==> src/rtl/core/u8u16_pkg.sv <==
package u8u16_pkg;

    localparam int BYTE_W  = 8;
    localparam int UNIT_W  = 16;
    localparam int CP_W    = 21;
    localparam int CAP_W   = 16;

    // result queue
    localparam int Q_DEPTH = 4;
    localparam int Q_AW    = $clog2(Q_DEPTH);

    localparam logic [CAP_W-1:0]  CAP_RESET = 16'd1024;
    localparam logic [CP_W-1:0]   BMP_LIMIT = 21'h10000;
    localparam logic [CP_W-1:0]   MAX_CP    = 21'h10FFFF;
    localparam logic [UNIT_W-1:0] SURR_HI   = 16'hD800;
    localparam logic [UNIT_W-1:0] SURR_LO   = 16'hDC00;
    localparam logic [UNIT_W-1:0] SURR_MASK = 16'hFC00;

    localparam logic [BYTE_W-1:0] CONT_MASK = 8'hC0;
    localparam logic [BYTE_W-1:0] CONT_CODE = 8'h80;
    localparam logic [BYTE_W-1:0] LEAD2_MASK = 8'hE0;
    localparam logic [BYTE_W-1:0] LEAD2_CODE = 8'hC0;
    localparam logic [BYTE_W-1:0] LEAD3_MASK = 8'hF0;
    localparam logic [BYTE_W-1:0] LEAD3_CODE = 8'hE0;
    localparam logic [BYTE_W-1:0] LEAD4_MASK = 8'hF8;
    localparam logic [BYTE_W-1:0] LEAD4_CODE = 8'hF0;

    typedef struct packed {
        logic [UNIT_W-1:0] code;
        logic              term;
        logic              run_last;
    } t_unit;

endpackage

==> src/rtl/core/utf8_to_utf16_transcoder.sv <==
// utf-8 to utf-16 transcoder
// input channel: one utf-8 byte per word (i_byte_in, i_last) on i_in_valid/o_in_ready
// output channel: one utf-16 unit per word (o_code_unit, o_is_terminator, o_run_last)
//   on o_out_valid/i_out_ready; o_run_last marks the final unit caused by a byte
// config channel: i_cfg_valid/o_cfg_ready/i_cfg_data writes the unit capacity
//   (terminator included); always ready, write only while the block is idle
// each accepted byte is decoded in the cycle it arrives and its 0 to 3 units
//   (a surrogate pair plus the terminator at most) land in a 4-entry result queue
// units of an accepted byte are registered into the queue and show on the output once the units ahead of them are taken
// throughput: one byte per cycle while the queue holds at most one unit, so a
//   byte stream giving one unit per byte runs at full rate; the output port
//   moves one unit per cycle, which bounds the rate for multi-unit bytes
// receiver stall: units wait in the queue; o_in_ready drops once two or more
//   units are queued, so nothing is lost
// a zero byte or a byte with i_last ends the string; later bytes are taken and
//   ignored until reset
// reset (i_rst_n low, synchronous): queue emptied, decoder state cleared,
//   capacity back to 1024 units
module utf8_to_utf16_transcoder (
    input  logic                          i_clk,
    input  logic                          i_rst_n,
    // byte input
    input  logic                          i_in_valid,
    output logic                          o_in_ready,
    input  logic [u8u16_pkg::BYTE_W-1:0]  i_byte_in,
    input  logic                          i_last,
    // unit output
    output logic                          o_out_valid,
    input  logic                          i_out_ready,
    output logic [u8u16_pkg::UNIT_W-1:0]  o_code_unit,
    output logic                          o_is_terminator,
    output logic                          o_run_last,
    // capacity register write
    input  logic                          i_cfg_valid,
    output logic                          o_cfg_ready,
    input  logic [u8u16_pkg::CAP_W-1:0]   i_cfg_data
);
    import u8u16_pkg::*;

    // decoder state
    logic [1:0]        r_need, n_need;
    logic [CP_W-1:0]   r_part, n_part;
    logic [CAP_W-1:0]  r_written, n_written;
    logic              r_stop, n_stop;
    logic              r_ended, n_ended;
    logic [CAP_W-1:0]  r_cap;

    // result queue
    t_unit             r_q [Q_DEPTH];
    logic [Q_AW-1:0]   r_head, r_tail;
    logic [Q_AW:0]     r_count;

    // per-byte results
    t_unit             n_units [3];
    logic [1:0]        n_cnt;
    logic              emit;
    logic [CP_W-1:0]   emit_cp;
    logic [CP_W-1:0]   cp_off;
    logic              end_now;
    logic              is_cont;
    logic [CAP_W:0]    cap_ext;
    logic [CAP_W:0]    w_plus1;

    logic              accept;
    logic              pop;

    assign o_cfg_ready = 1'b1;
    // room for a full three-unit burst
    assign o_in_ready  = (r_count <= (Q_AW+1)'(1));
    assign accept      = i_in_valid & o_in_ready;
    assign o_out_valid = (r_count != '0);
    assign pop         = o_out_valid & i_out_ready;

    assign o_code_unit     = r_q[r_head].code;
    assign o_is_terminator = r_q[r_head].term;
    assign o_run_last      = r_q[r_head].run_last;

    assign is_cont = ((i_byte_in & CONT_MASK) == CONT_CODE);
    assign cap_ext = {1'b0, r_cap};
    assign w_plus1 = {1'b0, r_written} + (CAP_W+1)'(1);
    assign cp_off  = emit_cp - BMP_LIMIT;

    // byte decode, mirrors the stream semantics in one pass
    always_comb begin
        n_need    = r_need;
        n_part    = r_part;
        n_written = r_written;
        n_stop    = r_stop;
        n_ended   = r_ended;
        emit      = 1'b0;
        emit_cp   = '0;
        end_now   = 1'b0;
        n_cnt     = 2'd0;
        for (int i = 0; i < 3; i++) begin
            n_units[i] = '0;
        end

        if (!r_ended) begin
            if (i_byte_in == '0) begin
                end_now = 1'b1;
            end else begin
                if (!r_stop) begin
                    if (r_need != 2'd0 && is_cont) begin
                        // continuation: shift in six payload bits
                        n_part = {r_part[CP_W-7:0], i_byte_in[5:0]};
                        n_need = r_need - 2'd1;
                        if (r_need == 2'd1) begin
                            emit    = 1'b1;
                            emit_cp = n_part;
                            n_part  = '0;
                        end
                    end else begin
                        // any pending lead is dropped, byte handled afresh
                        n_need = 2'd0;
                        n_part = '0;
                        if (w_plus1 >= cap_ext) begin
                            n_stop = 1'b1;
                        end else if (!i_byte_in[7]) begin
                            emit    = 1'b1;
                            emit_cp = {{(CP_W-BYTE_W){1'b0}}, i_byte_in};
                        end else if ((i_byte_in & LEAD2_MASK) == LEAD2_CODE) begin
                            n_part = {{(CP_W-5){1'b0}}, i_byte_in[4:0]};
                            n_need = 2'd1;
                        end else if ((i_byte_in & LEAD3_MASK) == LEAD3_CODE) begin
                            n_part = {{(CP_W-4){1'b0}}, i_byte_in[3:0]};
                            n_need = 2'd2;
                        end else if ((i_byte_in & LEAD4_MASK) == LEAD4_CODE) begin
                            n_part = {{(CP_W-3){1'b0}}, i_byte_in[2:0]};
                            n_need = 2'd3;
                        end
                    end
                end
                end_now = i_last;
            end
        end

        // code point to one unit or a surrogate pair, within capacity; none above MAX_CP
        if (emit) begin
            if (emit_cp < BMP_LIMIT) begin
                if (w_plus1 < cap_ext) begin
                    n_units[0].code = emit_cp[UNIT_W-1:0];
                    n_cnt     = 2'd1;
                    n_written = r_written + CAP_W'(1);
                end else begin
                    n_stop = 1'b1;
                end
            end else if (emit_cp <= MAX_CP) begin
                if (w_plus1 + (CAP_W+1)'(1) < cap_ext) begin
                    n_units[0].code = SURR_HI | {6'b0, cp_off[19:10]};
                    n_units[1].code = SURR_LO | {6'b0, cp_off[9:0]};
                    n_cnt     = 2'd2;
                    n_written = r_written + CAP_W'(2);
                end else begin
                    n_stop = 1'b1;
                end
            end
            if ({1'b0, n_written} + (CAP_W+1)'(1) >= cap_ext) begin
                n_stop = 1'b1;
            end
        end

        // end of string: drop pending sequence, add terminator unless capacity is zero
        if (end_now) begin
            n_need  = 2'd0;
            n_part  = '0;
            n_ended = 1'b1;
            if (r_cap != '0) begin
                n_units[n_cnt].code = '0;
                n_units[n_cnt].term = 1'b1;
                n_cnt = n_cnt + 2'd1;
            end
        end

        if (n_cnt != 2'd0) begin
            n_units[n_cnt - 2'd1].run_last = 1'b1;
        end
    end

    // control state
    always_ff @(posedge i_clk) begin
        if (!i_rst_n) begin
            r_need    <= '0;
            r_part    <= '0;
            r_written <= '0;
            r_stop    <= 1'b0;
            r_ended   <= 1'b0;
            r_cap     <= CAP_RESET;
            r_head    <= '0;
            r_tail    <= '0;
            r_count   <= '0;
        end else begin
            if (i_cfg_valid && o_cfg_ready) begin
                r_cap <= i_cfg_data;
            end
            if (accept) begin
                r_need    <= n_need;
                r_part    <= n_part;
                r_written <= n_written;
                r_stop    <= n_stop;
                r_ended   <= n_ended;
                r_tail    <= r_tail + Q_AW'(n_cnt);
            end
            if (pop) begin
                r_head <= r_head + Q_AW'(1);
            end
            r_count <= r_count + (accept ? (Q_AW+1)'(n_cnt) : '0)
                               - (pop ? (Q_AW+1)'(1) : '0);
        end
    end

    // queue payload, no reset needed
    always_ff @(posedge i_clk) begin
        if (accept) begin
            for (int i = 0; i < 3; i++) begin
                if (2'(i) < n_cnt) begin
                    r_q[r_tail + Q_AW'(i)] <= n_units[i];
                end
            end
        end
    end

endmodule

==> config.mk <==
export PLATFORM = sky130hd
export DESIGN_NAME = utf8_to_utf16_transcoder
export DESIGN_NICKNAME = d
export VERILOG_FILES = /design/src/rtl/core/u8u16_pkg.sv /design/src/rtl/core/utf8_to_utf16_transcoder.sv
export SDC_FILE = /design/constraint.sdc
export NUM_CORES = 1
export LEC_CHECK = 0
export BUFFER_PORTS_ARGS = -buffer_cell sky130_fd_sc_hd__buf_2
export CAP_MARGIN = 20
export CORE_MARGIN = 2
export CORE_UTILIZATION = 50
export CTS_CLUSTER_DIAMETER = 50
export DETAILED_ROUTE_END_ITERATION = 7
export PLACE_DENSITY = 0.63
export RECOVER_POWER = 100
export SETUP_SLACK_MARGIN = 0.5
export SYNTH_ARGS = -nofsm -noshare
export SYNTH_HDL_FRONTEND = slang
export SYNTH_SLANG_ARGS = --single-unit
==> constraint.sdc <==
create_clock -name i_clk -period 9.77 [get_ports i_clk]
set_input_delay 0.4885 -clock i_clk [delete_from_list [all_inputs] [get_ports i_clk]]
set_output_delay 0.4885 -clock i_clk [all_outputs]
set_load 0.005 [all_outputs]
# After elaboration in Yosys (flattened, before gate mapping)
# Memory sizes are Yosys's and may differ from the RTL's. A register that Yosys moved wholly into a read port is not among the register bits.
# Cells that the tools add are included.
[op_classes]
n_bitwise = 4
magnitude_cmp = 14
muxes = 94
eq_ne = 8
addsub = 15
n_reduce_logical = 11
[ops]
columns = ["operator", "n"]
rows = [
  ["$mux 16", 14],
  ["$bwmux 54", 3],
  ["$mux 54", 3],
  ["$demux 18 s2", 3],
  ["$mux 21", 5],
  ["$mux 15", 6],
  ["$mux 2", 20],
  ["$add 16x1->17 const B", 2],
  ["$ge 17x16->1", 2],
  ["$lt 17x16->1", 2],
  ["$mux 1", 32],
  ["$le 21x21->1 const B", 1],
  ["$lt 21x17->1 const B", 1],
  ["$sub 20x17->20 const B", 1],
  ["$mux 18", 1],
  ["$add 17x1->17 const B", 1],
  ["$add 16x1->16 const B", 1],
  ["$add 16x2->16 const B", 1],
  ["$reduce_bool 16->1", 1],
  ["$mux 5", 3],
  ["$mux 7", 2],
  ["$logic_not 8->1", 1],
  ["$add 2x1->2 const B", 3],
  ["$ge 3x3->1 const B", 2],
  ["25 further kinds", 35],
]
[word_totals]
register_bits = 58
memories = 1
mem_bits_rw = 72
inputBits = 30
[memory_table]
columns = ["memory", "words", "width", "rd", "rd_clocked_by_memory_dff", "wr", "line", "source"]
rows = [
  ["r_q", 4, 18, 1, 1, 3, "utf8_to_utf16_transcoder.sv:49", "t_unit r_q [Q_DEPTH];"],
]

# Depth between registers and ports, before layout
# Gate-level depths: netlist (run 1).
[logic_depth]
depth_word = 22
ltp_mapped = 33
mapped_depth_nobuf = 30

# Worst setup path before layout (run 1)
# OpenSTA, ideal clock, no wires.
[synth_timing]
path_kind = "register to register"
start = "register r_written[1]"
end = "memory r_q[0][0] in the netlist's numbering (enable)"
n_path_buf = 3
setup_ps = 493
stages_incl_launch_ff = 22
arrival_ps = 7692
required_time_ps = 9277
path_slack_ps = 1585
path_cell_list = "dfxtp_1 > ha_1 > nand4_1 > xnor2_1 > or4b_4 > nor4_4 > nand3_1 > xnor2_1 > ha_1 > a21o_1 > a21oi_1 > o21ai_0 > a211o_1 > buf_6 > or2_4 > buf_6 > clkbuf_1 > ha_1 > nand2b_1 > o31ai_4 > o21ai_0 > a2111oi_0"
[synth_lines]
columns = ["element", "line", "source"]
rows = [
  ["start: declaration", "utf8_to_utf16_transcoder.sv:43", "logic [CAP_W-1:0] r_written, n_written;"],
  ["start signal: assignment", "utf8_to_utf16_transcoder.sv:198", "r_written <= n_written;"],
  ["end: declaration", "utf8_to_utf16_transcoder.sv:49", ""],
]

# Worst setup path in the final report (run 1)
[layout_timing]
start = "register r_written[1]"
end = "register r_stop"
[layout_via]
elab_chain_len = 15
[layout_rtl]
columns = ["element", "line", "source"]
rows = [
  ["$add 16x1->17", "utf8_to_utf16_transcoder.sv:80", "assign w_plus1 = {1'b0, r_written} + (CAP_W+1)'(1);"],
  ["$ge 17x16->1", "utf8_to_utf16_transcoder.sv:116", "if (w_plus1 >= cap_ext) begin"],
  ["$mux 7", "utf8_to_utf16_transcoder.sv:116", ""],
  ["$mux 21", "utf8_to_utf16_transcoder.sv:103", "if (r_need != 2'd0 && is_cont) begin"],
  ["$mux 21", "utf8_to_utf16_transcoder.sv:102", "if (!r_stop) begin"],
  ["$mux 21", "utf8_to_utf16_transcoder.sv:99", "if (i_byte_in == '0) begin"],
  ["$mux 21", "utf8_to_utf16_transcoder.sv:98", "if (!r_ended) begin"],
  ["$le 21x21->1", "utf8_to_utf16_transcoder.sv:147", "end else if (emit_cp <= MAX_CP) begin"],
  ["$mux 16", "utf8_to_utf16_transcoder.sv:147", ""],
  ["$mux 16", "utf8_to_utf16_transcoder.sv:139", "if (emit_cp < BMP_LIMIT) begin"],
  ["$mux 16", "utf8_to_utf16_transcoder.sv:138", "if (emit) begin"],
  ["$add 16x1->17", "utf8_to_utf16_transcoder.sv:157", "if ({1'b0, n_written} + (CAP_W+1)'(1) >= cap_ext) begin"],
  ["$ge 17x16->1", "utf8_to_utf16_transcoder.sv:157", ""],
  ["$mux 1", "utf8_to_utf16_transcoder.sv:157", ""],
  ["$mux 1 *", "utf8_to_utf16_transcoder.sv:138", ""],
  ["end signal: assignment", "utf8_to_utf16_transcoder.sv:199", "r_stop <= n_stop;"],
  ["end: declaration", "utf8_to_utf16_transcoder.sv:44", "logic r_stop, n_stop;"],
]
# Every way passes the cells marked *; elsewhere a longest branch is shown, timed or not. The select of a mux whose other input is x is not followed.
# A chain may end at the register's enable or synchronous reset.

==> run_summary.xml, run 1 <==
<?xml version="1.0" encoding="UTF-8"?>
<metrics>
  <group name="placed_design">
    <metric name="routability_cong" unit="">0.911</metric>
    <metric name="number_of_buffers_inserted_by_port_buffering" unit="">49</metric>
    <metric name="hpwl" unit="um">18200</metric>
    <metric name="post-place-cells" unit="">1256</metric>
    <metric name="placed_area" unit="um^2">9740</metric>
  </group>
  <group name="clock_network">
    <metric name="cts_hold_buf" unit="">0</metric>
    <metric name="postCtsSetupRepairBufs" unit="">0</metric>
    <metric name="cts-root-to-sink-buffers" unit="">2</metric>
    <metric name="htree_levels" unit="">4</metric>
    <metric name="clockRootBuffer" unit="">clkbuf_16</metric>
    <metric name="cts_tree" unit="">built</metric>
    <metric name="clock_insertion_delay_worst_skew" unit="ns">0.42</metric>
    <metric name="post_cts_resized" unit="">0</metric>
    <metric name="cts_num_sinks" unit="">132</metric>
    <metric name="clk_pin_slew_worst_paths" unit="ns">0.06</metric>
    <metric name="cts-buffers-inserted" unit="">17</metric>
  </group>
  <group name="critical_path">
    <metric name="path_max_fanout" unit="">22</metric>
    <metric name="critPathMaxStageDelay" unit="ns">0.78</metric>
    <metric name="r2r.worst_path.cells" unit="">25</metric>
    <metric name="crit_required" unit="ns">10.08</metric>
    <metric name="critical_path_arrival" unit="ns">8.42</metric>
    <metric name="worstSetupStartpointType" unit="">register</metric>
    <metric name="endpoint_kind" unit="">register</metric>
    <metric name="critPathMostFrequentCell" unit="">ha_1</metric>
    <metric name="cp_slowest_cell" unit="">clkinvlp_2</metric>
    <metric name="timing_worst_setup_path_type" unit="">register to register</metric>
  </group>
  <group name="global_routing">
    <metric name="grt_pass1_vias" unit="">7296</metric>
    <metric name="grt.total_usage" unit="">0.256</metric>
    <metric name="grt_max_degree" unit="">60</metric>
    <metric name="first_pass_grt_wire_length" unit="um">39900</metric>
    <metric name="grt-ovfl-total" unit="">0</metric>
    <metric name="antenna_violations_before_repair" unit="">0</metric>
  </group>
  <group name="sta">
    <metric name="finalCriticalPeriod" unit="ns">8.10</metric>
    <metric name="worst_slew_pin_tran" unit="ns">2.22</metric>
    <metric name="final.period_utilization" unit="">0.829</metric>
    <metric name="timing.final.setup_violations" unit="">0</metric>
    <metric name="timing.clock.skew" unit="ns">0.00891</metric>
    <metric name="unrepaired_setup_endpoints_after_global_routing" unit="">no</metric>
    <metric name="slew_headroom" unit="">-0.479</metric>
    <metric name="setup_tns" unit="ns">0</metric>
    <metric name="hold_violations" unit="">0</metric>
    <metric name="report.final.slew_viol_count" unit="">60</metric>
    <metric name="maxClockFrequency" unit="GHz">0.123</metric>
  </group>
  <group name="finish">
    <metric name="fin_cells" unit="">1290</metric>
    <metric name="layout_common_cells" unit="">nand2_1, nor2_1, edfxtp_1, ha_1, dfxtp_1</metric>
    <metric name="final_net_count" unit="">1136</metric>
    <metric name="layout-drive-gt1-share" unit="">0.115</metric>
    <metric name="n_antenna_cell" unit="">0</metric>
    <metric name="most_common_library_cell_in_the_layout_ignoring_fill_and_taps" unit="">nand2_1</metric>
    <metric name="areaGrowthSynthToFinish" unit="%">8.98</metric>
    <metric name="final_area" unit="um^2">10200</metric>
  </group>
  <group name="yosys">
    <metric name="synth_enable_flop_cells" unit="">72</metric>
    <metric name="synth.ff_latch_count" unit="">132</metric>
    <metric name="synth.yosys.warnings" unit="">0</metric>
    <metric name="ys_dominant_reg_cell" unit="">edfxtp_1</metric>
    <metric name="synthDominantCellAreaShare" unit="">0.230</metric>
    <metric name="ys_seq_area_frac" unit="">0.358</metric>
    <metric name="yosysTopAreaCell" unit="">edfxtp_1</metric>
    <metric name="gate_count_of_the_mapped_netlist" unit="">1033</metric>
    <metric name="post_synth_num_cell_types" unit="">87</metric>
    <metric name="avgSynthCellArea" unit="um^2">9.09</metric>
    <metric name="synthTopCellsByArea" unit="">edfxtp_1, dfxtp_1, ha_1</metric>
    <metric name="async_reset_ff_frac" unit="">0</metric>
    <metric name="post_synth_instance_area" unit="um^2">9390</metric>
    <metric name="net_count_of_the_mapped_netlist" unit="">1126</metric>
  </group>
  <group name="hold_path">
    <metric name="worst_hold_path.num_cells" unit="">3</metric>
    <metric name="worstHoldPathType" unit="">primary input to register</metric>
  </group>
  <group name="drt">
    <metric name="drt_first_pass_iters" unit="">6</metric>
    <metric name="post-route-drc-count" unit="">0</metric>
    <metric name="route.final.wire_length" unit="um">24900</metric>
    <metric name="vias_after_detailed_routing" unit="">7790</metric>
    <metric name="remaining_number_of_nets_flagged_by_the_antenna_check_after_routing" unit="">0</metric>
    <metric name="post_drt_wl_per_cell" unit="um">19.3</metric>
    <metric name="via_count_normalized_by_instance_count" unit="">6.04</metric>
    <metric name="initialDrtViolationCount" unit="">817</metric>
  </group>
  <group name="die">
    <metric name="floorplan.die.height" unit="um">141</metric>
    <metric name="core_region_area" unit="um^2">18600</metric>
    <metric name="placementRows" unit="">50</metric>
    <metric name="floorplan.initialDensity" unit="">0.505</metric>
    <metric name="die-width" unit="um">141</metric>
    <metric name="ios" unit="">51</metric>
    <metric name="fp.dieArea" unit="um^2">19900</metric>
  </group>
  <group name="outcome">
    <metric name="result_of_the_run" unit="">finished, violations left</metric>
    <metric name="violations_in_the_final_reports" unit="">max-capacitance violations, max-slew violations</metric>
  </group>
  <group name="power_and_ir_drop">
    <metric name="worst_ir_drop_vdd" unit="mV">0.120</metric>
    <metric name="finalPower" unit="uW">1950</metric>
    <metric name="power-per-cell-area" unit="nW/um^2">190</metric>
    <metric name="total_leakage_power" unit="uW">0.00382</metric>
  </group>
  <group name="job">
    <metric name="max-cap-violations" unit="">1</metric>
  </group>
</metrics>
[cell usage after synthesis, drive strengths merged, types with 17 or more instances]
library cell and instances:
a22oi 19, a21oi 53, buf 19, nor2b 49
and2 22, nand2 104, mux2i 22, mux4 18
dfxtp 60, o21ai 34, nor3 17, nand3 48
xor2 18, xnor2 41, clkbuf 54, inv 41
ha 62, edfxtp 72, nor2 93, a31oi 25
[state kept, by name, indices dropped and copies added, names as in the netlist, 2 cells and up, named ones only]
| register | count |
|---|---|
| r_q | 72 |
| r_need | 2 |
| r_written | 16 |
| r_head | 2 |
| r_tail | 2 |
| r_part | 15 |
| r_cap | 16 |
| r_count | 3 |
[final cells by class]
class                   count  area [um^2]
clock buffers              17          425
clock inverters            15          171
fillers                  1742         8350
inverters                  41          155
multi-input cells         787         5520
flip-flops and latches    132         3360
well taps                 234          293
repair buffers             64          307
[where the power goes]
group          switching [uW]  internal [uW]
clock network             265            383
logic                     351            257
registers                44.4            648
total                     660           1290
[per-layer routing]
layer  routed length (um)  global-route usage
met1                11000               0.349
met5                    0                   0
met2                11900               0.416
met4                  699              0.0884
met3                 1360              0.0421
[path summary, 6_finish.rpt]
kind | start | end | slack (ns)
worst max-delay path | r_written[1] | r_stop | 1.67
worst min register to register | r_cap[4] | r_cap[4] | 0.54
worst min-delay path | i_cfg_data[10] | r_cap[10] | 0.29
worst max register to register | r_written[1] | r_stop | 1.67
[stage by stage]
step                      hold slack (ns)  setup slack [ns]  utilization
final                               0.294              1.67        0.551
after global routing                0.307              1.14        0.551
after CTS                           0.274              2.53        0.556
after detailed placement            0.533              2.58        0.524
after global placement              0.531              2.68        0.524
after floorplan                     0.480              1.58            -
[worst max-delay path: cells and delay by family, from the launching register on]
family | cells | cell delay, ns
compound gates | 7 | 1.59
flops | 1 | 0.56
buf+inv | 1 | 0.78
fa+ha+maj | 4 | 1.13
simple gates | 10 | 3.34
xor+xnor | 3 | 0.58
[cells by family after synthesis]
kind of cell,Yosys count,synth area share
buffers and inverters,114,0.0500
xor gates and xnor gates,59,0.0551
DFF,132,0.358
AOI/OAI and AO/OA,207,0.151
muxes,47,0.0750
adders and majority gates,64,0.0858
and+or+nand+nor,409,0.224
other,1,0.000400
Power figures use the tool's default switching activity.
==> run 2, diff against run 1 <==
- ABC_AREA: default -> 1
- clock period: 9.77 -> 7.7 ns (I/O delays scaled with it)
==> run 2 against run 1 <==
Final area up 8.2%. The flow still finishes with violations (max-capacitance violations, max-slew violations). Non-clock buffer count is 9 higher. Routed wire length rose by 19%. Setup slack got worse by 0.98 ns.
==> run_summary.xml, run 2 <==
<?xml version="1.0" encoding="UTF-8"?>
<metrics>
  <group name="outcome">
    <metric name="result_of_the_run" unit="">finished, violations left</metric>
    <metric name="violations_in_the_final_reports" unit="">max-capacitance violations, max-slew violations</metric>
  </group>
  <group name="finish">
    <metric name="most_common_library_cell_in_the_layout_ignoring_fill_and_taps" unit="">nand2_1</metric>
    <metric name="largest_registers" unit="">r_q (72), r_cap (16), r_written (16)</metric>
    <metric name="areaGrowthSynthToFinish" unit="%">9.83</metric>
    <metric name="final_core_util" unit="">0.563</metric>
    <metric name="layout_common_cells" unit="">nand2_1, nor2_1, inv_1, o21ai_0, a21oi_1</metric>
    <metric name="regMostFlops" unit="">r_q</metric>
    <metric name="final_net_count" unit="">1515</metric>
    <metric name="n_antenna_cell" unit="">0</metric>
    <metric name="final_area" unit="um^2">11100</metric>
    <metric name="layout-drive-gt1-share" unit="">0.109</metric>
    <metric name="flip_flop_count_of_the_largest_register_all_copies_and_words_added" unit="">72</metric>
    <metric name="layout.filler_cells" unit="">1943</metric>
  </group>
  <group name="drt">
    <metric name="remaining_number_of_nets_flagged_by_the_antenna_check_after_routing" unit="">0</metric>
    <metric name="initialDrtViolationCount" unit="">1006</metric>
    <metric name="route.final.wire_length" unit="um">29600</metric>
    <metric name="post_drt_wl_per_cell" unit="um">17.4</metric>
    <metric name="vias_after_detailed_routing" unit="">9480</metric>
    <metric name="via_count_normalized_by_instance_count" unit="">5.58</metric>
    <metric name="drt_first_pass_iters" unit="">5</metric>
    <metric name="post-route-drc-count" unit="">0</metric>
  </group>
  <group name="yosys">
    <metric name="post_synth_instance_area" unit="um^2">10100</metric>
    <metric name="yosysMostFrequentCell" unit="">nand2_1</metric>
    <metric name="synth.ff_latch_count" unit="">132</metric>
    <metric name="synth.yosys.warnings" unit="">0</metric>
    <metric name="synth_common_cells" unit="">nand2_1, nor2_1, inv_1, o21ai_0, a21oi_1</metric>
    <metric name="yosysTopAreaCell" unit="">edfxtp_1</metric>
    <metric name="gate_count_of_the_mapped_netlist" unit="">1394</metric>
    <metric name="post_synth_num_cell_types" unit="">52</metric>
    <metric name="synthDominantCellAreaShare" unit="">0.214</metric>
    <metric name="ys_seq_area_frac" unit="">0.334</metric>
    <metric name="synthTopCellsByArea" unit="">edfxtp_1, dfxtp_1, nand2_1</metric>
    <metric name="synth_enable_flop_cells" unit="">72</metric>
    <metric name="ys_dominant_reg_cell" unit="">edfxtp_1</metric>
    <metric name="async_reset_ff_frac" unit="">0</metric>
    <metric name="net_count_of_the_mapped_netlist" unit="">1487</metric>
    <metric name="avgSynthCellArea" unit="um^2">7.23</metric>
  </group>
  <group name="clock_network">
    <metric name="cts-buffers-inserted" unit="">17</metric>
    <metric name="cts_hold_buf" unit="">0</metric>
    <metric name="cts_num_sinks" unit="">132</metric>
    <metric name="htree_levels" unit="">4</metric>
    <metric name="cts_tree" unit="">built</metric>
    <metric name="clockRootBuffer" unit="">clkbuf_16</metric>
    <metric name="cts-root-to-sink-buffers" unit="">2</metric>
    <metric name="clk_pin_slew_worst_paths" unit="ns">0.06</metric>
    <metric name="clock_insertion_delay_worst_skew" unit="ns">0.43</metric>
  </group>
  <group name="power_and_ir_drop">
    <metric name="worst_ir_drop_vdd" unit="mV">0.160</metric>
    <metric name="total_leakage_power" unit="uW">0.00477</metric>
    <metric name="power-per-cell-area" unit="nW/um^2">284</metric>
    <metric name="finalPower" unit="uW">3140</metric>
  </group>
  <group name="global_routing">
    <metric name="grt-ovfl-total" unit="">0</metric>
    <metric name="antenna_violations_before_repair" unit="">0</metric>
    <metric name="first_pass_grt_wire_length" unit="um">47100</metric>
    <metric name="grt.total_usage" unit="">0.278</metric>
    <metric name="grt_pass1_vias" unit="">8582</metric>
    <metric name="grt_max_degree" unit="">38</metric>
  </group>
  <group name="die">
    <metric name="die-width" unit="um">146</metric>
    <metric name="floorplan.die.height" unit="um">146</metric>
    <metric name="placementRows" unit="">51</metric>
    <metric name="floorplan.initialDensity" unit="">0.513</metric>
    <metric name="ios" unit="">51</metric>
    <metric name="core_region_area" unit="um^2">19700</metric>
    <metric name="fp.dieArea" unit="um^2">21300</metric>
  </group>
  <group name="critical_path">
    <metric name="cp_slowest_cell" unit="">nor2_1</metric>
    <metric name="endpoint_kind" unit="">register</metric>
    <metric name="path_max_fanout" unit="">29</metric>
    <metric name="timing_worst_setup_path_type" unit="">register to register</metric>
    <metric name="timing.rr.start" unit="">r_written[1]</metric>
    <metric name="crit_required" unit="ns">7.76</metric>
    <metric name="r2r_setup_slack" unit="ns">0.69</metric>
    <metric name="worstSetupStartpoint" unit="">r_written[1]</metric>
    <metric name="worstSetupStartpointType" unit="">register</metric>
    <metric name="critical_path_arrival" unit="ns">7.07</metric>
    <metric name="critPathMaxStageDelay" unit="ns">0.67</metric>
  </group>
  <group name="sta">
    <metric name="timing.final.setup_violations" unit="">0</metric>
    <metric name="hold_violations" unit="">0</metric>
    <metric name="slew_headroom" unit="">-0.102</metric>
    <metric name="timing.clock.skew" unit="ns">0.0139</metric>
    <metric name="final.period_utilization" unit="">0.911</metric>
    <metric name="report.final.slew_viol_count" unit="">37</metric>
    <metric name="finalCriticalPeriod" unit="ns">7.01</metric>
    <metric name="worst_slew_pin_tran" unit="ns">1.65</metric>
    <metric name="setup_tns" unit="ns">0</metric>
    <metric name="hold_slack" unit="ns">0.187</metric>
    <metric name="unrepaired_setup_endpoints_after_global_routing" unit="">no</metric>
    <metric name="maxClockFrequency" unit="GHz">0.143</metric>
  </group>
  <group name="hold_path">
    <metric name="worstHoldPathType" unit="">primary input to register</metric>
    <metric name="hold_path_startpoint" unit="">i_cfg_data[10]</metric>
  </group>
  <group name="placed_design">
    <metric name="routability_cong" unit="">0.999</metric>
    <metric name="placed_area" unit="um^2">10500</metric>
    <metric name="number_of_buffers_inserted_by_port_buffering" unit="">49</metric>
    <metric name="hpwl" unit="um">21800</metric>
  </group>
  <group name="job">
    <metric name="max-cap-violations" unit="">1</metric>
  </group>
</metrics>
[run 2: cell families (layout without fill, tap and decap cells)]
logic type               after synthesis  count (layout)  share of synthesized area
other                                  1               1                   0.000372
AND/OR/NAND/NOR                      602             602                      0.264
AO/OA/AOI/OAI                        312             312                      0.181
buffers and inverters                233             274                     0.0967
adder cells (fa/ha/maj)               63              63                     0.0789
flip-flops                           132             132                      0.334
XOR/XNOR                              51              51                     0.0451
[run 2: power breakdown]
part,internal (uW),leakage [uW],total [uW],switching (uW)
Clock,466,0.000294,837,371
Sequential,878,0.00117,958,80.2
Combinational,451,0.00331,1350,894
Total,1790,0.00477,3140,1350
[run 2: cell type report]
type / instances / area [um^2] / share of cell area
Clock inverter: 15 / 179 / 0.0162
Tap cell: 265 / 332 / 0.0299
Clock buffer: 17 / 425 / 0.0384
Timing Repair Buffer: 73 / 398 / 0.0359
Inverter: 169 / 634 / 0.0573
Sequential cell: 132 / 3370 / 0.304
Multi-Input combinational cell: 1029 / 5740 / 0.518
[run 2: worst paths after layout]
check / to / cells after the start
worst max register to register: r_q[0][6] / 25
worst min register to register: r_part[9] / 2
worst min-delay path: r_cap[10] / 3
worst max-delay path: r_q[0][6] / 25
[run 2: timing repair]
| item | CTS | global route |
|---|---|---|
| endpoints found under the setup margin | 0 | 29 |
| gates resized for setup | 0 | 15 |
| setup buffers | 0 | 5 |
[run 2: routing by layer]
layer,track usage,wire length [um],up-vias
met4,0.0602,359,0
met1,0.430,14200,4277
met3,0.0668,2880,37
li1,-,-,4750
met5,0,0,-
met2,0.391,12200,416
[run 2: per-stage QoR]
| stage | setup WS, ns | std cells |
|---|---|---|
| 2_1_floorplan | 1.65 | 1394 |
| 3_3_place_gp | 0.902 | 1663 |
| 3_5_place_dp | 0.614 | 1663 |
| 4_1_cts | 0.601 | 1695 |
| 5_1_grt | 0.268 | 1700 |
| 6_report | 0.687 | 1700 |
[run 2: worst max-delay path: cells and delay by family, from the launching register on]
kind	cells	cell delay, ns
XOR/XNOR	1	0.25
AND/OR/NAND/NOR	14	3.40
buffers and inverters	5	1.16
AO/OA/AOI/OAI	2	0.30
adder cells (fa/ha/maj)	3	0.93
flip-flops	1	0.57
==> run 3, diff against run 2 <==
- ABC_AREA: 1 -> default
- clock period: 7.7 -> 6.9 ns (I/O delays scaled with it)
==> run 3 against run 2 <==
The flow still finishes with violations (max-capacitance violations, max-slew violations). Highest routed layer unchanged. Cell count shrank 22%. Routed wire length shrank 11%. Clock skew fell by 0.0032 ns. Critical path type unchanged. Combinational power is 28% lower. Die area shrank 6.7%.
==> run_summary.xml, run 3 (synthesis results as in run 1) <==
<?xml version="1.0" encoding="UTF-8"?>
<metrics>
  <group name="outcome">
    <metric name="violations_in_the_final_reports" unit="">max-capacitance violations, max-slew violations</metric>
    <metric name="result_of_the_run" unit="">finished, violations left</metric>
  </group>
  <group name="finish">
    <metric name="final_net_count" unit="">1175</metric>
    <metric name="fin_cells" unit="">1329</metric>
    <metric name="n_antenna_cell" unit="">0</metric>
    <metric name="areaGrowthSynthToFinish" unit="%">16.1</metric>
    <metric name="regMostFlops" unit="">r_q</metric>
    <metric name="layout.filler_cells" unit="">1646</metric>
    <metric name="layout_common_cells" unit="">nand2_1, nor2_1, edfxtp_1, ha_1, dfxtp_1</metric>
    <metric name="largest_registers" unit="">r_q (72), r_cap (16), r_written (16)</metric>
    <metric name="flip_flop_count_of_the_largest_register_all_copies_and_words_added" unit="">72</metric>
    <metric name="most_common_library_cell_in_the_layout_ignoring_fill_and_taps" unit="">nand2_1</metric>
    <metric name="layout-drive-gt1-share" unit="">0.203</metric>
  </group>
  <group name="die">
    <metric name="die-width" unit="um">141</metric>
    <metric name="placementRows" unit="">50</metric>
    <metric name="ios" unit="">51</metric>
    <metric name="floorplan.initialDensity" unit="">0.505</metric>
    <metric name="fp.dieArea" unit="um^2">19900</metric>
    <metric name="floorplan.die.height" unit="um">141</metric>
    <metric name="core_region_area" unit="um^2">18600</metric>
  </group>
  <group name="critical_path">
    <metric name="r2r_setup_slack" unit="ns">0.55</metric>
    <metric name="crit_required" unit="ns">7.21</metric>
    <metric name="timing_worst_setup_path_type" unit="">register to register</metric>
    <metric name="worstSetupStartpointType" unit="">register</metric>
    <metric name="path_max_fanout" unit="">15</metric>
    <metric name="critical_path_arrival" unit="ns">6.66</metric>
    <metric name="endpoint_kind" unit="">register</metric>
  </group>
  <group name="job">
    <metric name="max-cap-violations" unit="">1</metric>
  </group>
  <group name="drt">
    <metric name="drt_first_pass_iters" unit="">5</metric>
    <metric name="route.final.wire_length" unit="um">26200</metric>
    <metric name="via_count_normalized_by_instance_count" unit="">5.99</metric>
    <metric name="post_drt_wl_per_cell" unit="um">19.7</metric>
    <metric name="initialDrtViolationCount" unit="">609</metric>
    <metric name="remaining_number_of_nets_flagged_by_the_antenna_check_after_routing" unit="">0</metric>
    <metric name="post-route-drc-count" unit="">0</metric>
    <metric name="vias_after_detailed_routing" unit="">7967</metric>
  </group>
  <group name="sta">
    <metric name="unrepaired_setup_endpoints_after_global_routing" unit="">yes</metric>
    <metric name="timing.clock.skew" unit="ns">0.0107</metric>
    <metric name="setup_tns" unit="ns">0</metric>
    <metric name="maxClockFrequency" unit="GHz">0.158</metric>
    <metric name="hold_violations" unit="">0</metric>
    <metric name="finalCriticalPeriod" unit="ns">6.35</metric>
    <metric name="slew_headroom" unit="">-0.537</metric>
    <metric name="final.period_utilization" unit="">0.920</metric>
    <metric name="worst_slew_pin_tran" unit="ns">2.31</metric>
    <metric name="timing.final.setup_violations" unit="">0</metric>
    <metric name="report.final.slew_viol_count" unit="">60</metric>
  </group>
  <group name="power_and_ir_drop">
    <metric name="cellInternalPower" unit="uW">1880</metric>
    <metric name="total_switching_power" unit="uW">994</metric>
    <metric name="power.clock.fraction" unit="">0.318</metric>
    <metric name="worst_ir_drop_vdd" unit="mV">0.200</metric>
    <metric name="total_leakage_power" unit="uW">0.00417</metric>
    <metric name="combPwrFrac" unit="">0.341</metric>
    <metric name="power-per-cell-area" unit="nW/um^2">263</metric>
    <metric name="netSwitchingFraction" unit="">0.346</metric>
    <metric name="power.share.sequential" unit="">0.341</metric>
  </group>
  <group name="clock_network">
    <metric name="clk_pin_slew_worst_paths" unit="ns">0.06</metric>
    <metric name="cts-buffers-inserted" unit="">17</metric>
    <metric name="cts_tree" unit="">built</metric>
    <metric name="cts-root-to-sink-buffers" unit="">2</metric>
    <metric name="clock_insertion_delay_worst_skew" unit="ns">0.43</metric>
    <metric name="htree_levels" unit="">4</metric>
    <metric name="cts_num_sinks" unit="">132</metric>
    <metric name="clockRootBuffer" unit="">clkbuf_16</metric>
  </group>
  <group name="global_routing">
    <metric name="antenna_violations_before_repair" unit="">0</metric>
    <metric name="grt_pass1_vias" unit="">7680</metric>
    <metric name="grt_max_degree" unit="">60</metric>
    <metric name="first_pass_grt_wire_length" unit="um">41700</metric>
    <metric name="grt-ovfl-total" unit="">0</metric>
    <metric name="grt.total_usage" unit="">0.267</metric>
  </group>
  <group name="hold_path">
    <metric name="worstHoldPathType" unit="">primary input to register</metric>
  </group>
  <group name="placed_design">
    <metric name="hpwl" unit="um">18900</metric>
    <metric name="post-place-cells" unit="">1280</metric>
    <metric name="routability_cong" unit="">0.948</metric>
    <metric name="number_of_buffers_inserted_by_port_buffering" unit="">49</metric>
  </group>
</metrics>
==> run 3: changes by cell type in the layout (fill, tap and decap cells not counted), sizes merged, moves of 49 or more <==
cell / before / now
o21ai: 120 / 34
inv: 175 / 48
a21oi: 103 / 53
nor2b: 0 / 49
nand2: 279 / 104
nor2: 194 / 93
==> run 3: through the flow <==
| step | instance area (um^2) | total power [uW] | hold slack (ns) | utilization | setup WS (ns) |
|---|---|---|---|---|---|
| 2_1_floorplan | 9400 | 1630 | 0.475 | - | 0.388 |
| 3_3_place_gp | 9950 | 1920 | 0.523 | 0.536 | 0.239 |
| 3_5_place_dp | 9950 | 1930 | 0.538 | 0.536 | 0.159 |
| 4_1_cts | 10600 | 2840 | 0.143 | 0.572 | 0.500 |
| 5_1_grt | 10900 | 3020 | 0.178 | 0.587 | 0.226 |
| 6_report | 10900 | 2870 | 0.145 | 0.587 | 0.554 |
==> run 3: worst max-delay path, stage by stage (launching register included) <==
cell,delay [ns]
dfxtp_1,0.45
nand4_1,0.22
or4_1,0.54
xor2_1,0.28
clkbuf_1,0.27
nor4_4,0.09
buf_4,0.15
buf_4,0.12
xor2_1,0.15
ha_1,0.30
o21a_1,0.15
o2111ai_2,0.11
a41oi_1,0.22
a211o_1,0.19
or2_4,0.18
buf_4,0.26
a221o_1,0.28
and4_4,0.26
or4b_4,0.53
nor3_4,0.16
xor2_1,0.17
ha_1,0.28
a211o_1,0.28
a21oi_2,0.10
a41oi_1,0.12
o311a_1,0.36
==> run 3: path summary, 6_finish.rpt <==
check | from | end | depth (start not counted)
max | r_written[9] | r_stop | 25
min reg2reg | r_cap[2] | r_cap[2] | 2
min | i_cfg_data[10] | r_cap[10] | 3
max reg2reg | r_written[9] | r_stop | 25
==> run 3: power groups by stage <==
stage	clock [uW]	sequential, uW	combinational (uW)
6_report	913	979	977
5_1_grt	950	990	1080
4_1_cts	921	977	944
3_5_place_dp	0	992	936
3_3_place_gp	0	991	929
2_1_floorplan	0	961	672
==> run 3: per-layer routing <==
metal / part of all wire / vias up / global-route usage
met5: 0 / - / 0
met4: 0.033 / 0 / 0.0968
met3: 0.059 / 64 / 0.0374
met2: 0.49 / 324 / 0.462
met1: 0.42 / 3721 / 0.341
li1: - / 3858 / -
==> run 3: timing repair <==
item                       CTS  global route
setup buffers                1            15
cloned                       0             0
hold buffers                 0             0
resized for setup           20            49
pin swaps                    2            21
setup endpoints to repair   29            88
==> run 3: layout make-up <==
cell class | instances | area [um^2] | share of cell area
Clock buffer | 19 | 454 | 0.0417
Clock inverter | 13 | 136 | 0.0125
Inverter | 41 | 156 | 0.0144
Multi-Input combinational cell | 787 | 5850 | 0.537
Sequential cell | 132 | 3380 | 0.311
Tap cell | 234 | 293 | 0.0269
Timing Repair Buffer | 103 | 624 | 0.0573
